===== src/design/evq_pkg.sv =====
`timescale 1ns / 1ps

package evq_pkg;

  // Default ring depth
  localparam int DEPTH_DEF = 16;

  // Width of one stored entry: ref, kind, storage id
  localparam int ENTRY_W = 32;

  typedef enum logic [1:0] {
    OP_PUSH   = 2'd0,
    OP_POP    = 2'd1,
    OP_SEARCH = 2'd2,
    OP_REREAD = 2'd3
  } op_t;

  typedef enum logic [1:0] {
    ST_IDLE,
    ST_FETCH,
    ST_SCAN,
    ST_DONE
  } state_t;

  typedef struct packed {
    op_t         operation;
    logic [15:0] item_ref;
    logic [7:0]  item_kind;
    logic [7:0]  store_id;
  } cmd_t;

  typedef struct packed {
    logic [15:0] out_ref;
    logic [7:0]  out_kind;
    logic [7:0]  out_store_id;
    logic        took_event;
    logic        id_found;
    logic        dropped;
    logic        is_empty;
    logic [4:0]  entries;
  } rsp_t;

  // Finished result handed from the sequencer to the output stage
  typedef struct packed {
    logic done;
    rsp_t rsp;
  } seq_rsp_t;

endpackage


===== src/design/evq_chan_if.sv =====
`timescale 1ns / 1ps

interface evq_chan_if #(
  parameter type payload_t = logic
) ();

  logic     valid;
  logic     ready;
  payload_t data;

  modport source (output valid, output data, input ready);
  modport sink (input valid, input data, output ready);

endinterface


===== src/design/evq_ram.sv =====
`timescale 1ns / 1ps

module evq_ram #(
  parameter int WIDTH = evq_pkg::ENTRY_W,
  parameter int DEPTH = evq_pkg::DEPTH_DEF
) (
  input  logic                     clk,
  input  logic                     we,
  input  logic [$clog2(DEPTH)-1:0] waddr,
  input  logic [WIDTH-1:0]         wdata,
  input  logic [$clog2(DEPTH)-1:0] raddr,
  output logic [WIDTH-1:0]         rdata
);

  logic [WIDTH-1:0] mem [DEPTH];

  // Write one word, read one word with a registered output
  always_ff @(posedge clk) begin
    if (we) begin
      mem[waddr] <= wdata;
    end
    rdata <= mem[raddr];
  end

endmodule


===== src/design/evq_seq.sv =====
`timescale 1ns / 1ps

module evq_seq #(
  parameter int DEPTH = evq_pkg::DEPTH_DEF
) (
  input  logic                            clk,
  input  logic                            rst,
  input  logic                            cmd_valid,
  input  evq_pkg::cmd_t                   cmd_data,
  output logic                            cmd_ready,
  input  logic                            out_free,
  output evq_pkg::seq_rsp_t               fin,
  output logic                            ram_we,
  output logic [$clog2(DEPTH)-1:0]        ram_waddr,
  output logic [evq_pkg::ENTRY_W-1:0]     ram_wdata,
  output logic [$clog2(DEPTH)-1:0]        ram_raddr,
  input  logic [evq_pkg::ENTRY_W-1:0]     ram_rdata
);

  localparam int IW = $clog2(DEPTH);
  localparam int CW = $clog2(DEPTH + 1);
  localparam int SW = CW + 1;

  evq_pkg::state_t state, state_next;

  logic [IW-1:0]               rd_idx;
  logic [IW-1:0]               wr_idx;
  logic [IW-1:0]               scan_ptr;
  logic [CW-1:0]               count;
  logic [CW-1:0]               iss_cnt;
  logic [CW-1:0]               cmp_cnt;
  logic [evq_pkg::ENTRY_W-1:0] last_taken;
  logic [7:0]                  key;
  evq_pkg::rsp_t               res;
  evq_pkg::rsp_t               res_init;

  logic accept;
  logic full;
  logic empty;
  logic hit;
  logic last_cmp;

  function automatic logic [IW-1:0] ring_next(input logic [IW-1:0] idx);
    ring_next = (idx == IW'(DEPTH - 1)) ? '0 : idx + IW'(1);
  endfunction

  assign accept   = cmd_valid && cmd_ready;
  assign full     = (count == CW'(DEPTH));
  assign empty    = (count == '0);
  assign hit      = (ram_rdata[7:0] == key);
  assign last_cmp = ((cmp_cnt + CW'(1)) == count);

  // Next state
  always_comb begin
    state_next = state;
    unique case (state)
      evq_pkg::ST_IDLE: begin
        if (accept) begin
          if (cmd_data.operation == evq_pkg::OP_POP && !empty) begin
            state_next = evq_pkg::ST_FETCH;
          end else if (cmd_data.operation == evq_pkg::OP_SEARCH && !empty) begin
            state_next = evq_pkg::ST_SCAN;
          end else begin
            state_next = evq_pkg::ST_DONE;
          end
        end
      end
      evq_pkg::ST_FETCH: begin
        state_next = evq_pkg::ST_DONE;
      end
      evq_pkg::ST_SCAN: begin
        if (hit || last_cmp) begin
          state_next = evq_pkg::ST_DONE;
        end
      end
      evq_pkg::ST_DONE: begin
        if (out_free) begin
          state_next = evq_pkg::ST_IDLE;
        end
      end
      default: state_next = evq_pkg::ST_IDLE;
    endcase
  end

  // Handshake, memory port and result outputs
  always_comb begin
    cmd_ready = (state == evq_pkg::ST_IDLE) && !rst;
    ram_we    = cmd_ready && cmd_valid &&
                (cmd_data.operation == evq_pkg::OP_PUSH) && !full;
    ram_waddr = wr_idx;
    ram_wdata = {cmd_data.item_ref, cmd_data.item_kind, cmd_data.store_id};
    ram_raddr = (state == evq_pkg::ST_SCAN) ? scan_ptr : rd_idx;
    fin.done  = (state == evq_pkg::ST_DONE);
    fin.rsp   = res;
    fin.rsp.is_empty = empty;
    fin.rsp.entries  = 5'(count);
  end

  // Result fields known as soon as the command is taken
  always_comb begin
    res_init            = '0;
    res_init.dropped    = (cmd_data.operation == evq_pkg::OP_PUSH) && full;
    res_init.took_event = (cmd_data.operation == evq_pkg::OP_POP) && !empty;
    if (cmd_data.operation == evq_pkg::OP_REREAD) begin
      res_init.out_ref      = last_taken[31:16];
      res_init.out_kind     = last_taken[15:8];
      res_init.out_store_id = last_taken[7:0];
    end
  end

  // Advance state
  always_ff @(posedge clk) begin
    if (rst) begin
      state <= evq_pkg::ST_IDLE;
    end else begin
      state <= state_next;
    end
  end

  // Ring pointers, fill count and last taken event
  always_ff @(posedge clk) begin
    if (rst) begin
      rd_idx     <= '0;
      wr_idx     <= '0;
      count      <= '0;
      iss_cnt    <= '0;
      cmp_cnt    <= '0;
      last_taken <= '0;
    end else begin
      if (accept) begin
        unique case (cmd_data.operation)
          evq_pkg::OP_PUSH: begin
            if (!full) begin
              wr_idx <= ring_next(wr_idx);
              count  <= count + CW'(1);
            end
          end
          evq_pkg::OP_POP: begin
            if (!empty) begin
              rd_idx <= ring_next(rd_idx);
              count  <= count - CW'(1);
            end
          end
          evq_pkg::OP_SEARCH: begin
            iss_cnt <= CW'(1);
            cmp_cnt <= '0;
          end
          evq_pkg::OP_REREAD: begin
          end
          default: begin
          end
        endcase
      end
      if (state == evq_pkg::ST_FETCH) begin
        last_taken <= ram_rdata;
      end
      if (state == evq_pkg::ST_SCAN) begin
        if (iss_cnt < count) begin
          iss_cnt <= iss_cnt + CW'(1);
        end
        cmp_cnt <= cmp_cnt + CW'(1);
      end
    end
  end

  // Result payload and scan address
  always_ff @(posedge clk) begin
    if (accept) begin
      res      <= res_init;
      key      <= cmd_data.store_id;
      scan_ptr <= ring_next(rd_idx);
    end
    if (state == evq_pkg::ST_FETCH) begin
      res.out_ref      <= ram_rdata[31:16];
      res.out_kind     <= ram_rdata[15:8];
      res.out_store_id <= ram_rdata[7:0];
    end
    if (state == evq_pkg::ST_SCAN) begin
      if (iss_cnt < count) begin
        scan_ptr <= ring_next(scan_ptr);
      end
      if (hit) begin
        res.id_found <= 1'b1;
      end
    end
  end

  // Expected write slot from read slot and fill count
  logic [SW-1:0] ring_sum;
  logic [SW-1:0] ring_pos;

  always_comb begin
    ring_sum = SW'(rd_idx) + SW'(count);
    ring_pos = (ring_sum >= SW'(DEPTH)) ? ring_sum - SW'(DEPTH) : ring_sum;
  end

  a_count_bound: assert property (@(posedge clk) disable iff (rst)
    count <= CW'(DEPTH))
    else $error("fill count above depth");

  a_ring_consistent: assert property (@(posedge clk) disable iff (rst)
    wr_idx == IW'(ring_pos))
    else $error("write slot out of step with read slot and count");

  a_scan_in_range: assert property (@(posedge clk) disable iff (rst)
    (state == evq_pkg::ST_SCAN) |-> (cmp_cnt < count && iss_cnt > cmp_cnt))
    else $error("search runs past the queued entries");

  a_pop_count: assert property (@(posedge clk) disable iff (rst)
    (accept && cmd_data.operation == evq_pkg::OP_POP && !empty)
      |=> (count == $past(count) - CW'(1)) && (state == evq_pkg::ST_FETCH))
    else $error("pop did not remove one entry");

endmodule


===== src/design/event_fifo_with_id_search.sv =====
// Channel  Role    Beat payload
// -------  ------  ---------------------------------------------------------
// cmd      sink    operation, item_ref, item_kind, store_id
// rsp      source  out_ref, out_kind, out_store_id, took_event, id_found,
//                  dropped, is_empty, entries
//
// One command at a time; cmd_ready is high only while the sequencer is idle.
// Push and reread go straight to the done state; pop first does one registered
// RAM read (not when the queue is empty), search compares n entries (up to
// the fill count, DEPTH at most, ending at the first hit), one per cycle
// through the single id comparator behind the RAM port.
// Synchronous active-high reset empties the queue and clears the last event.
// A result waits in the output register; the next command is taken meanwhile,
// and the sequencer holds its finished result until that register frees up.
`timescale 1ns / 1ps

module event_fifo_with_id_search #(
  parameter int DEPTH = evq_pkg::DEPTH_DEF
) (
  input logic       clk,
  input logic       rst,
  evq_chan_if.sink   cmd,
  evq_chan_if.source rsp
);

  localparam int IW = $clog2(DEPTH);

  evq_pkg::seq_rsp_t           fin;
  logic                        out_free;
  logic                        ram_we;
  logic [IW-1:0]               ram_waddr;
  logic [evq_pkg::ENTRY_W-1:0] ram_wdata;
  logic [IW-1:0]               ram_raddr;
  logic [evq_pkg::ENTRY_W-1:0] ram_rdata;
  logic                        rsp_valid;
  evq_pkg::rsp_t               rsp_data;

  evq_seq #(
    .DEPTH(DEPTH)
  ) u_seq (
    .clk      (clk),
    .rst      (rst),
    .cmd_valid(cmd.valid),
    .cmd_data (cmd.data),
    .cmd_ready(cmd.ready),
    .out_free (out_free),
    .fin      (fin),
    .ram_we   (ram_we),
    .ram_waddr(ram_waddr),
    .ram_wdata(ram_wdata),
    .ram_raddr(ram_raddr),
    .ram_rdata(ram_rdata)
  );

  evq_ram #(
    .WIDTH(evq_pkg::ENTRY_W),
    .DEPTH(DEPTH)
  ) u_ram (
    .clk  (clk),
    .we   (ram_we),
    .waddr(ram_waddr),
    .wdata(ram_wdata),
    .raddr(ram_raddr),
    .rdata(ram_rdata)
  );

  assign out_free = !rsp_valid || rsp.ready;

  // Hold the result beat until taken
  always_ff @(posedge clk) begin
    if (rst) begin
      rsp_valid <= 1'b0;
    end else if (fin.done && out_free) begin
      rsp_valid <= 1'b1;
    end else if (rsp.ready) begin
      rsp_valid <= 1'b0;
    end
  end

  always_ff @(posedge clk) begin
    if (fin.done && out_free) begin
      rsp_data <= fin.rsp;
    end
  end

  assign rsp.valid = rsp_valid;
  assign rsp.data  = rsp_data;

endmodule


===== src/flat_wrapper.sv =====
// flat-port wrapper written by rule: the top's interface ports become plain ports
module event_fifo_with_id_search_flat import evq_pkg::*;
#(
  parameter int DEPTH = evq_pkg::DEPTH_DEF
)
  (clk, rst, cmd_valid, cmd_data, cmd_ready, rsp_valid, rsp_data, rsp_ready);
  evq_chan_if #(.payload_t(cmd_t)) cmd_i ();
  evq_chan_if #(.payload_t(rsp_t)) rsp_i ();
  input logic clk;
  input logic rst;
  input wire logic [$bits(cmd_i.valid)-1:0] cmd_valid;
  input wire logic [$bits(cmd_i.data)-1:0] cmd_data;
  output wire logic [$bits(cmd_i.ready)-1:0] cmd_ready;
  output wire logic [$bits(rsp_i.valid)-1:0] rsp_valid;
  output wire logic [$bits(rsp_i.data)-1:0] rsp_data;
  input wire logic [$bits(rsp_i.ready)-1:0] rsp_ready;
  assign cmd_i.valid = cmd_valid;
  assign cmd_i.data = cmd_data;
  assign cmd_ready = cmd_i.ready;
  assign rsp_valid = rsp_i.valid;
  assign rsp_data = rsp_i.data;
  assign rsp_i.ready = rsp_ready;
  event_fifo_with_id_search #(.DEPTH(DEPTH)) u_core (.clk(clk), .rst(rst), .cmd(cmd_i), .rsp(rsp_i));
endmodule

===== config.mk =====
export PLATFORM = sky130hd
export DESIGN_NAME = event_fifo_with_id_search_flat
export DESIGN_NICKNAME = d
export VERILOG_FILES = /design/src/design/evq_pkg.sv /design/src/design/evq_chan_if.sv /design/src/design/evq_ram.sv /design/src/design/evq_seq.sv /design/src/design/event_fifo_with_id_search.sv /design/src/flat_wrapper.sv
export SDC_FILE = /design/constraint.sdc
export NUM_CORES = 1
export LEC_CHECK = 0
export ABC_AREA = 1
export BUFFER_PORTS_ARGS = -buffer_cell sky130_fd_sc_hd__buf_2
export CORE_ASPECT_RATIO = 1.4
export CORE_MARGIN = 5
export CORE_UTILIZATION = 40
export CTS_BUF_LIST = sky130_fd_sc_hd__clkbuf_16
export DETAILED_ROUTE_END_ITERATION = 10
export GPL_TIMING_DRIVEN = 0
export MAX_ROUTING_LAYER = met4
export SYNTH_ARGS = -nofsm -noshare
export SYNTH_HDL_FRONTEND = slang
export SYNTH_SLANG_ARGS = --single-unit

===== constraint.sdc =====
create_clock -name clk -period 5.1 [get_ports clk]
set_input_delay 0.51 -clock clk [delete_from_list [all_inputs] [get_ports clk]]
set_output_delay 0.51 -clock clk [all_outputs]
set_load 0.005 [all_outputs]

# Word-level counts from Yosys, hierarchy flattened
# Memory sizes are Yosys's and may differ from the RTL's. A register that Yosys moved wholly into a read port is not among the register bits.
# Index checks and enable logic that the tools add are counted.
# W data, S select, Z words.
[word_totals]
reg_bits = 146
ramBits = 512
in_bits = 38
out_inout_bits = 43
elab_cells = 111
memories = 1
[memory_table]
columns = ["memory", "depth", "width", "read_ports", "rd_clocked_by_memory_dff", "write_ports", "line_no", "text"]
rows = [
  ["u_core.u_ram.mem", 16, 32, 1, 1, 1, "evq_ram.sv:15", "logic [WIDTH-1:0] mem [DEPTH];"],
]
[classes]
add_sub_neg = 7
magnitude_cmp = 1
n_eq_ne = 17
mux = 32
n_bitwise = 2
n_reduce_logical = 27
[ops]
columns = ["op", "count"]
rows = [
  ["$mux W32", 2],
  ["$mux W5", 9],
  ["$mux W41", 1],
  ["$mux W4", 7],
  ["$add A5 B1 Y5 const B", 3],
  ["$add A4 B1 Y4 const B", 3],
  ["$eq A4 B4 Y1 const B", 3],
  ["$ne A2 B2 Y1 const B", 5],
  ["$pmux W5 S2", 1],
  ["$reduce_bool A2 Y1", 5],
  ["$reduce_and A3 Y1", 3],
  ["$eq A2 B2 Y1 const B", 4],
  ["$eq A8 B8 Y1", 1],
  ["$logic_and A1 B1 Y1", 8],
  ["$mux W2", 4],
  ["$pmux W2 S4", 1],
  ["$mux W1", 7],
  ["$eq A5 B5 Y1", 1],
  ["$eq A5 B5 Y1 const B", 1],
  ["$logic_not A5 Y1", 1],
  ["$lt A5 B5 Y1", 1],
  ["$sub A5 B1 Y5 const B", 1],
  ["$eq A2 B1 Y1 const B", 2],
  ["$logic_not A1 Y1", 4],
  ["other kinds (5)", 8],
]

# Depth between registers and ports, before layout
[logic_depth]
depth_word = 7
depth_mapped = 13
mapped_depth_nobuf = 13

# Hierarchy
# A second synthesis with hierarchy kept.
[hier_totals]
hier_cells = 2712
hier_area_um2 = 28937.8
[by_module_without_submodules]
columns = ["mod", "instances", "cells_per_inst", "area_each_um2", "seq_area_each_um2"]
rows = [
  ["evq_ram", 1, 2120, 22730.6, 16015.4],
  ["evq_seq", 1, 545, 4928.5, 2502.4],
  ["event_fifo_with_id_search", 1, 47, 1278.7, 1251.2],
]

# Least setup slack after synthesis
# Ideal clock, no wire load.
[synth_path]
kind = "input to register"
from = "in rst"
to = "mem u_core.u_ram.mem[7][0] (netlist name) (enable)"
setup_ns = 0.461
t_arrival_ns = 3.329
t_required_ns = 4.639
setup_slack_ns = 1.309
cell_stages = 6
path_buffers = 1
cell_sequence = "buf_2 nor2_1 nand2_1 nor2_1 nand2_1 nor3_1"
[synth_via]
elab_chain_len = 7
[synth_rtl]
columns = ["item", "line_no", "text"]
rows = [
  ["start: declaration", "flat_wrapper.sv:10", "input logic rst;"],
  ["$logic_not A1 Y1", "evq_seq.sv:87", "cmd_ready = (state == evq_pkg::ST_IDLE) && !rst;"],
  ["$logic_and A1 B1 Y1", "evq_seq.sv:87", ""],
  ["named net cmd_ready", "flat_wrapper.sv:13", "output wire logic [$bits(cmd_i.ready)-1:0] cmd_ready;"],
  ["$logic_and A1 B1 Y1 (2 in series)", "evq_seq.sv:88", "ram_we = cmd_ready && cmd_valid &&"],
  ["$logic_and A1 B1 Y1", "evq_seq.sv:89", "(cmd_data.operation == evq_pkg::OP_PUSH) && !full;"],
  ["$mux W1", "evq_ram.sv:19", "if (we) begin"],
  ["$mux W1 (not written as such)", "evq_ram.sv:20", "mem[waddr] <= wdata;"],
  ["end: declaration", "evq_ram.sv:15", ""],
]
# The timed path passes the listed nets, and every way through them passes these cells.

# Worst setup path in the final report
[layout_path]
from = "reg u_core.u_seq.state[0]"
to = "reg u_core.u_ram.rdata[12] (read register of u_core.u_ram.mem)"
[layout_via]
elab_chain_len = 2
[layout_rtl]
columns = ["item", "line_no", "text"]
rows = [
  ["start: declaration", "evq_seq.sv:24", "evq_pkg::state_t state, state_next;"],
  ["start signal: assignment", "evq_seq.sv:114", "state <= evq_pkg::ST_IDLE;"],
  ["start signal: assignment", "evq_seq.sv:116", "state <= state_next;"],
  ["$eq A2 B2 Y1", "evq_seq.sv:92", "ram_raddr = (state == evq_pkg::ST_SCAN) ? scan_ptr : rd_idx;"],
  ["$mux W4", "evq_seq.sv:92", ""],
  ["end: declaration", "evq_ram.sv:12", "output logic [WIDTH-1:0] rdata"],
]
# Every way passes these cells.
# A chain may end at the register's enable or synchronous reset.

==> impl_metrics.ini <==
[setup_path]
critical_path.startpoint_type = flip-flop
critical_path_required_ps = 5590
worst_setup_path_end_kind = flip-flop
critical_path.reg2reg.endpoint = u_core.u_ram.rdata[12]
cell_by_cell_listing_of_the_critical_path = inv_1, ha_1, buf_6, buf_6, nand2_1, o21ai_2, inv_1, clkbuf_1, o211ai_1, nand2_1
worst_setup_path_startpoint = u_core.u_seq.state[0]
critical-path-slowest-cell = clkbuf_1
path_max_fanout = 10
setup.reg_to_reg.worst_slack_ps = 1920
criticalPathCategory = reg2reg
slowest_delay_ps = 870
worst_ep_arrival_time_ps = 3670
cp-endpoint = u_core.u_ram.rdata[12]
crit-reg2reg-launch = u_core.u_seq.state[0]
ff2ff_path_depth = 10

[drt]
drtAntennaViolNets = 0
drc = 0
drt-pass1-iter-count = 5
finalWirelength_mm = 80.10
detailedRoute.firstIterationViolations = 2231
routed_via_density = 5.661
post_drt_wl_per_cell_um = 24.76
via_count = 18310

[final_layout]
layout-drive-gt1-share = 0.1213
layout.cells.most_common = edfxtp_1
stdcell_count = 3235
area.growth.synth_to_final_pct = 14.69
fin_util = 0.4610
seq_cell_area_um2 = 19770
design.final.nets = 2377
fillers = 5986
commonest_non_fill_non_tap_cells_in_the_layout = edfxtp_1 (595), a21oi_1 (318), o21ai_0 (204), inv_1 (203), nand2_1 (160)
multi_input_area_um2 = 6186

[cts]
cts_tree = done
clock-sinks = 690
cts.repair.resized = 0
numCtsBuffers = 66
cts_root_buffer = clkbuf_16
clk_transition_reported_paths_ps = 60
ctsLongestPathBuffers = 3
clk_latency_ps = 610
cts-htree-levels = 3
cts_setup_buffers = 0
postCtsHoldBufs = 0

[floorplan]
start_util = 0.4019
die_area_um2 = 73440
core.rowCount = 113
floorplan.io_pins = 81
floorplan.core_area_um2 = 67720
die_height_um = 318.7
dieWidth_um = 230.5

[placement]
routabilityCongestion = 0.8787
dp_hpwl_mm = 53.91
placed_cells_incl_taps = 3112
io_buffer_count = 79

[synth]
ys_seq_elements = 690
syn-mean-instance-area_um2 = 12.66
synth_cells = 2151
synth_seq_area_share = 0.7262
synth_warnings = 0
async_reset_ff_frac = 0
ys.flop_type = edfxtp_1
mappedNetlistNets = 2210
synth_enable_flop_cells = 595
syn-cell-area_um2 = 27220
synth_cell_types = 32

[timing]
setup_violations = 0
total_neg_setup_slack_ps = 0
final_hold_viol_count = 0
worst_clock_skew_ps = 22.73
finalCriticalPeriod_ps = 3179
max_freq_ghz = 0.3146
timing.slew.headroom = 0.1986
timing_worst_slew_pin_value_ps = 1199
period_share = 0.6233
rsz0062_at_grt = no
slew_violations = 0

[global_route]
grtUsageMet1 = 0.2615
total_overflow_reported_by_the_global_router = 0
globalRoute.busiestLayer = met2
grt_first_pass_wirelength_mm = 117.1
global_route.usage.met2 = 0.3677
initial_antenna_violation_count = 10
via_count_of_the_first_global_routing_pass = 17830
largest_net_degree_at_the_start_of_global_routing = 33
track_usage = 0.2190
global_route.usage.met3 = 0.03514

[power]
power.density_cell_area_nw_per_um2 = 454.3
p_total_mw = 14.18
power.leakage_nw = 10.81
vdd_ir_drop_max_v = 0.0002426

[min_path]
hp-class = in2reg

[outcome]
status = completed

[flow_run]
max-cap-violations = 0
==> report_power, final <==
| group | internal, mW | leakage [nW] | switching [mW] |
|---|---|---|---|
| Sequential | 6.62 | 6.17 | 0.152 |
| Combinational | 0.806 | 3.57 | 1.98 |
| Clock | 2.59 | 1.08 | 2.04 |
| Total | 10.0 | 10.8 | 4.17 |
==> metrics by stage <==
stage | instance area, µm² | hold WS [ps] | setup slack (ps)
after detailed placement | 29200 | 404.5 | 1964
after global placement | 28700 | 402.6 | -1722
after floorplan | 27220 | 400.3 | 1309
after global routing | 31220 | 266.4 | 1912
after CTS | 31200 | 211.2 | 1954
final | 31220 | 243.6 | 1921
==> synthesized netlist by cell type (3+ instances only) <==
cell type / count / area, µm²
edfxtp_1: 595 / 17870
a21oi_1: 319 / 1597
o21ai_0: 204 / 1021
inv_1: 180 / 675.7
nand2_1: 160 / 600.6
o211ai_1: 128 / 960.9
o21ai_1: 100 / 500.5
dfxtp_1: 95 / 1902
nor2_1: 90 / 337.8
nand3_1: 59 / 295.3
clkbuf_1: 57 / 214.0
buf_2: 56 / 280.3
a21boi_0: 31 / 232.7
ha_1: 20 / 250.2
buf_6: 14 / 157.7
nand4_1: 6 / 37.54
buf_4: 5 / 37.54
xor2_1: 5 / 43.79
clkbuf_2: 3 / 15.01
nand2_4: 3 / 33.78
nor3_1: 3 / 15.01
o21ai_2: 3 / 26.28
xnor2_1: 3 / 26.28
==> cell type report <==
cell class / count / area share
Inverter: 182 / 0.02188
Antenna cell: 6 / 0.0004809
Sequential cell: 690 / 0.6332
Clock inverter: 48 / 0.008978
Timing Repair Buffer: 99 / 0.02461
Clock buffer: 69 / 0.05531
Multi-Input combinational cell: 1142 / 0.1981
Buffer: 137 / 0.02280
Tap cell: 862 / 0.03455
==> critical path: cells and delay by family, from the launching register on <==
| family | cells | cell delay (ps) |
|---|---|---|
| buf+inv | 5 | 1510 |
| simple gates | 2 | 380 |
| flops | 1 | 380 |
| compound gates | 2 | 560 |
| fa+ha+maj | 1 | 220 |
==> per-layer routing <==
metal | vias up | wire, µm | share of wire
met4 | 0 | 3746 | 0.047
met2 | 925 | 40000 | 0.50
li1 | 8216 | - | -
met1 | 8963 | 29870 | 0.37
met5 | - | 0 | 0
met3 | 210 | 6488 | 0.081
==> cells by family after synthesis <==
| family | share of synthesized area |
|---|---|
| AOI/OAI and AO/OA | 0.1613 |
| xor gates and xnor gates | 0.002574 |
| adders and majority gates | 0.009928 |
| buffers and inverters | 0.05125 |
| DFF | 0.7262 |
| and+or+nand+nor | 0.04872 |
==> sequential cells by signal, summed over array words and instances (netlist names), 5 cells and up <==
name / flops
u_core.u_ram.mem: 512
u_core.rsp.data: 41
u_core.u_seq.fin: 35
u_core.u_ram.rdata: 32
u_core.u_seq.last_taken: 32
u_core.u_seq.key: 8
u_core.u_seq.cmp_cnt: 5
u_core.u_seq.count: 5
u_core.u_seq.iss_cnt: 5
==> how the worst min path moves through the flow <==
stage          cells past startpoint             endpoint                  from
2_1_floorplan                      0  u_core.rsp.data[10]  u_core.u_seq.fin[10]
3_3_place_gp                       0  u_core.rsp.data[25]  u_core.u_seq.fin[25]
3_5_place_dp                       0  u_core.rsp.data[18]  u_core.u_seq.fin[18]
4_1_cts                            4     u_core.rsp.valid             rsp_ready
5_1_grt                            4     u_core.rsp.valid             rsp_ready
6_report                           4     u_core.rsp.valid             rsp_ready
(Power assumes the default switching activity.)
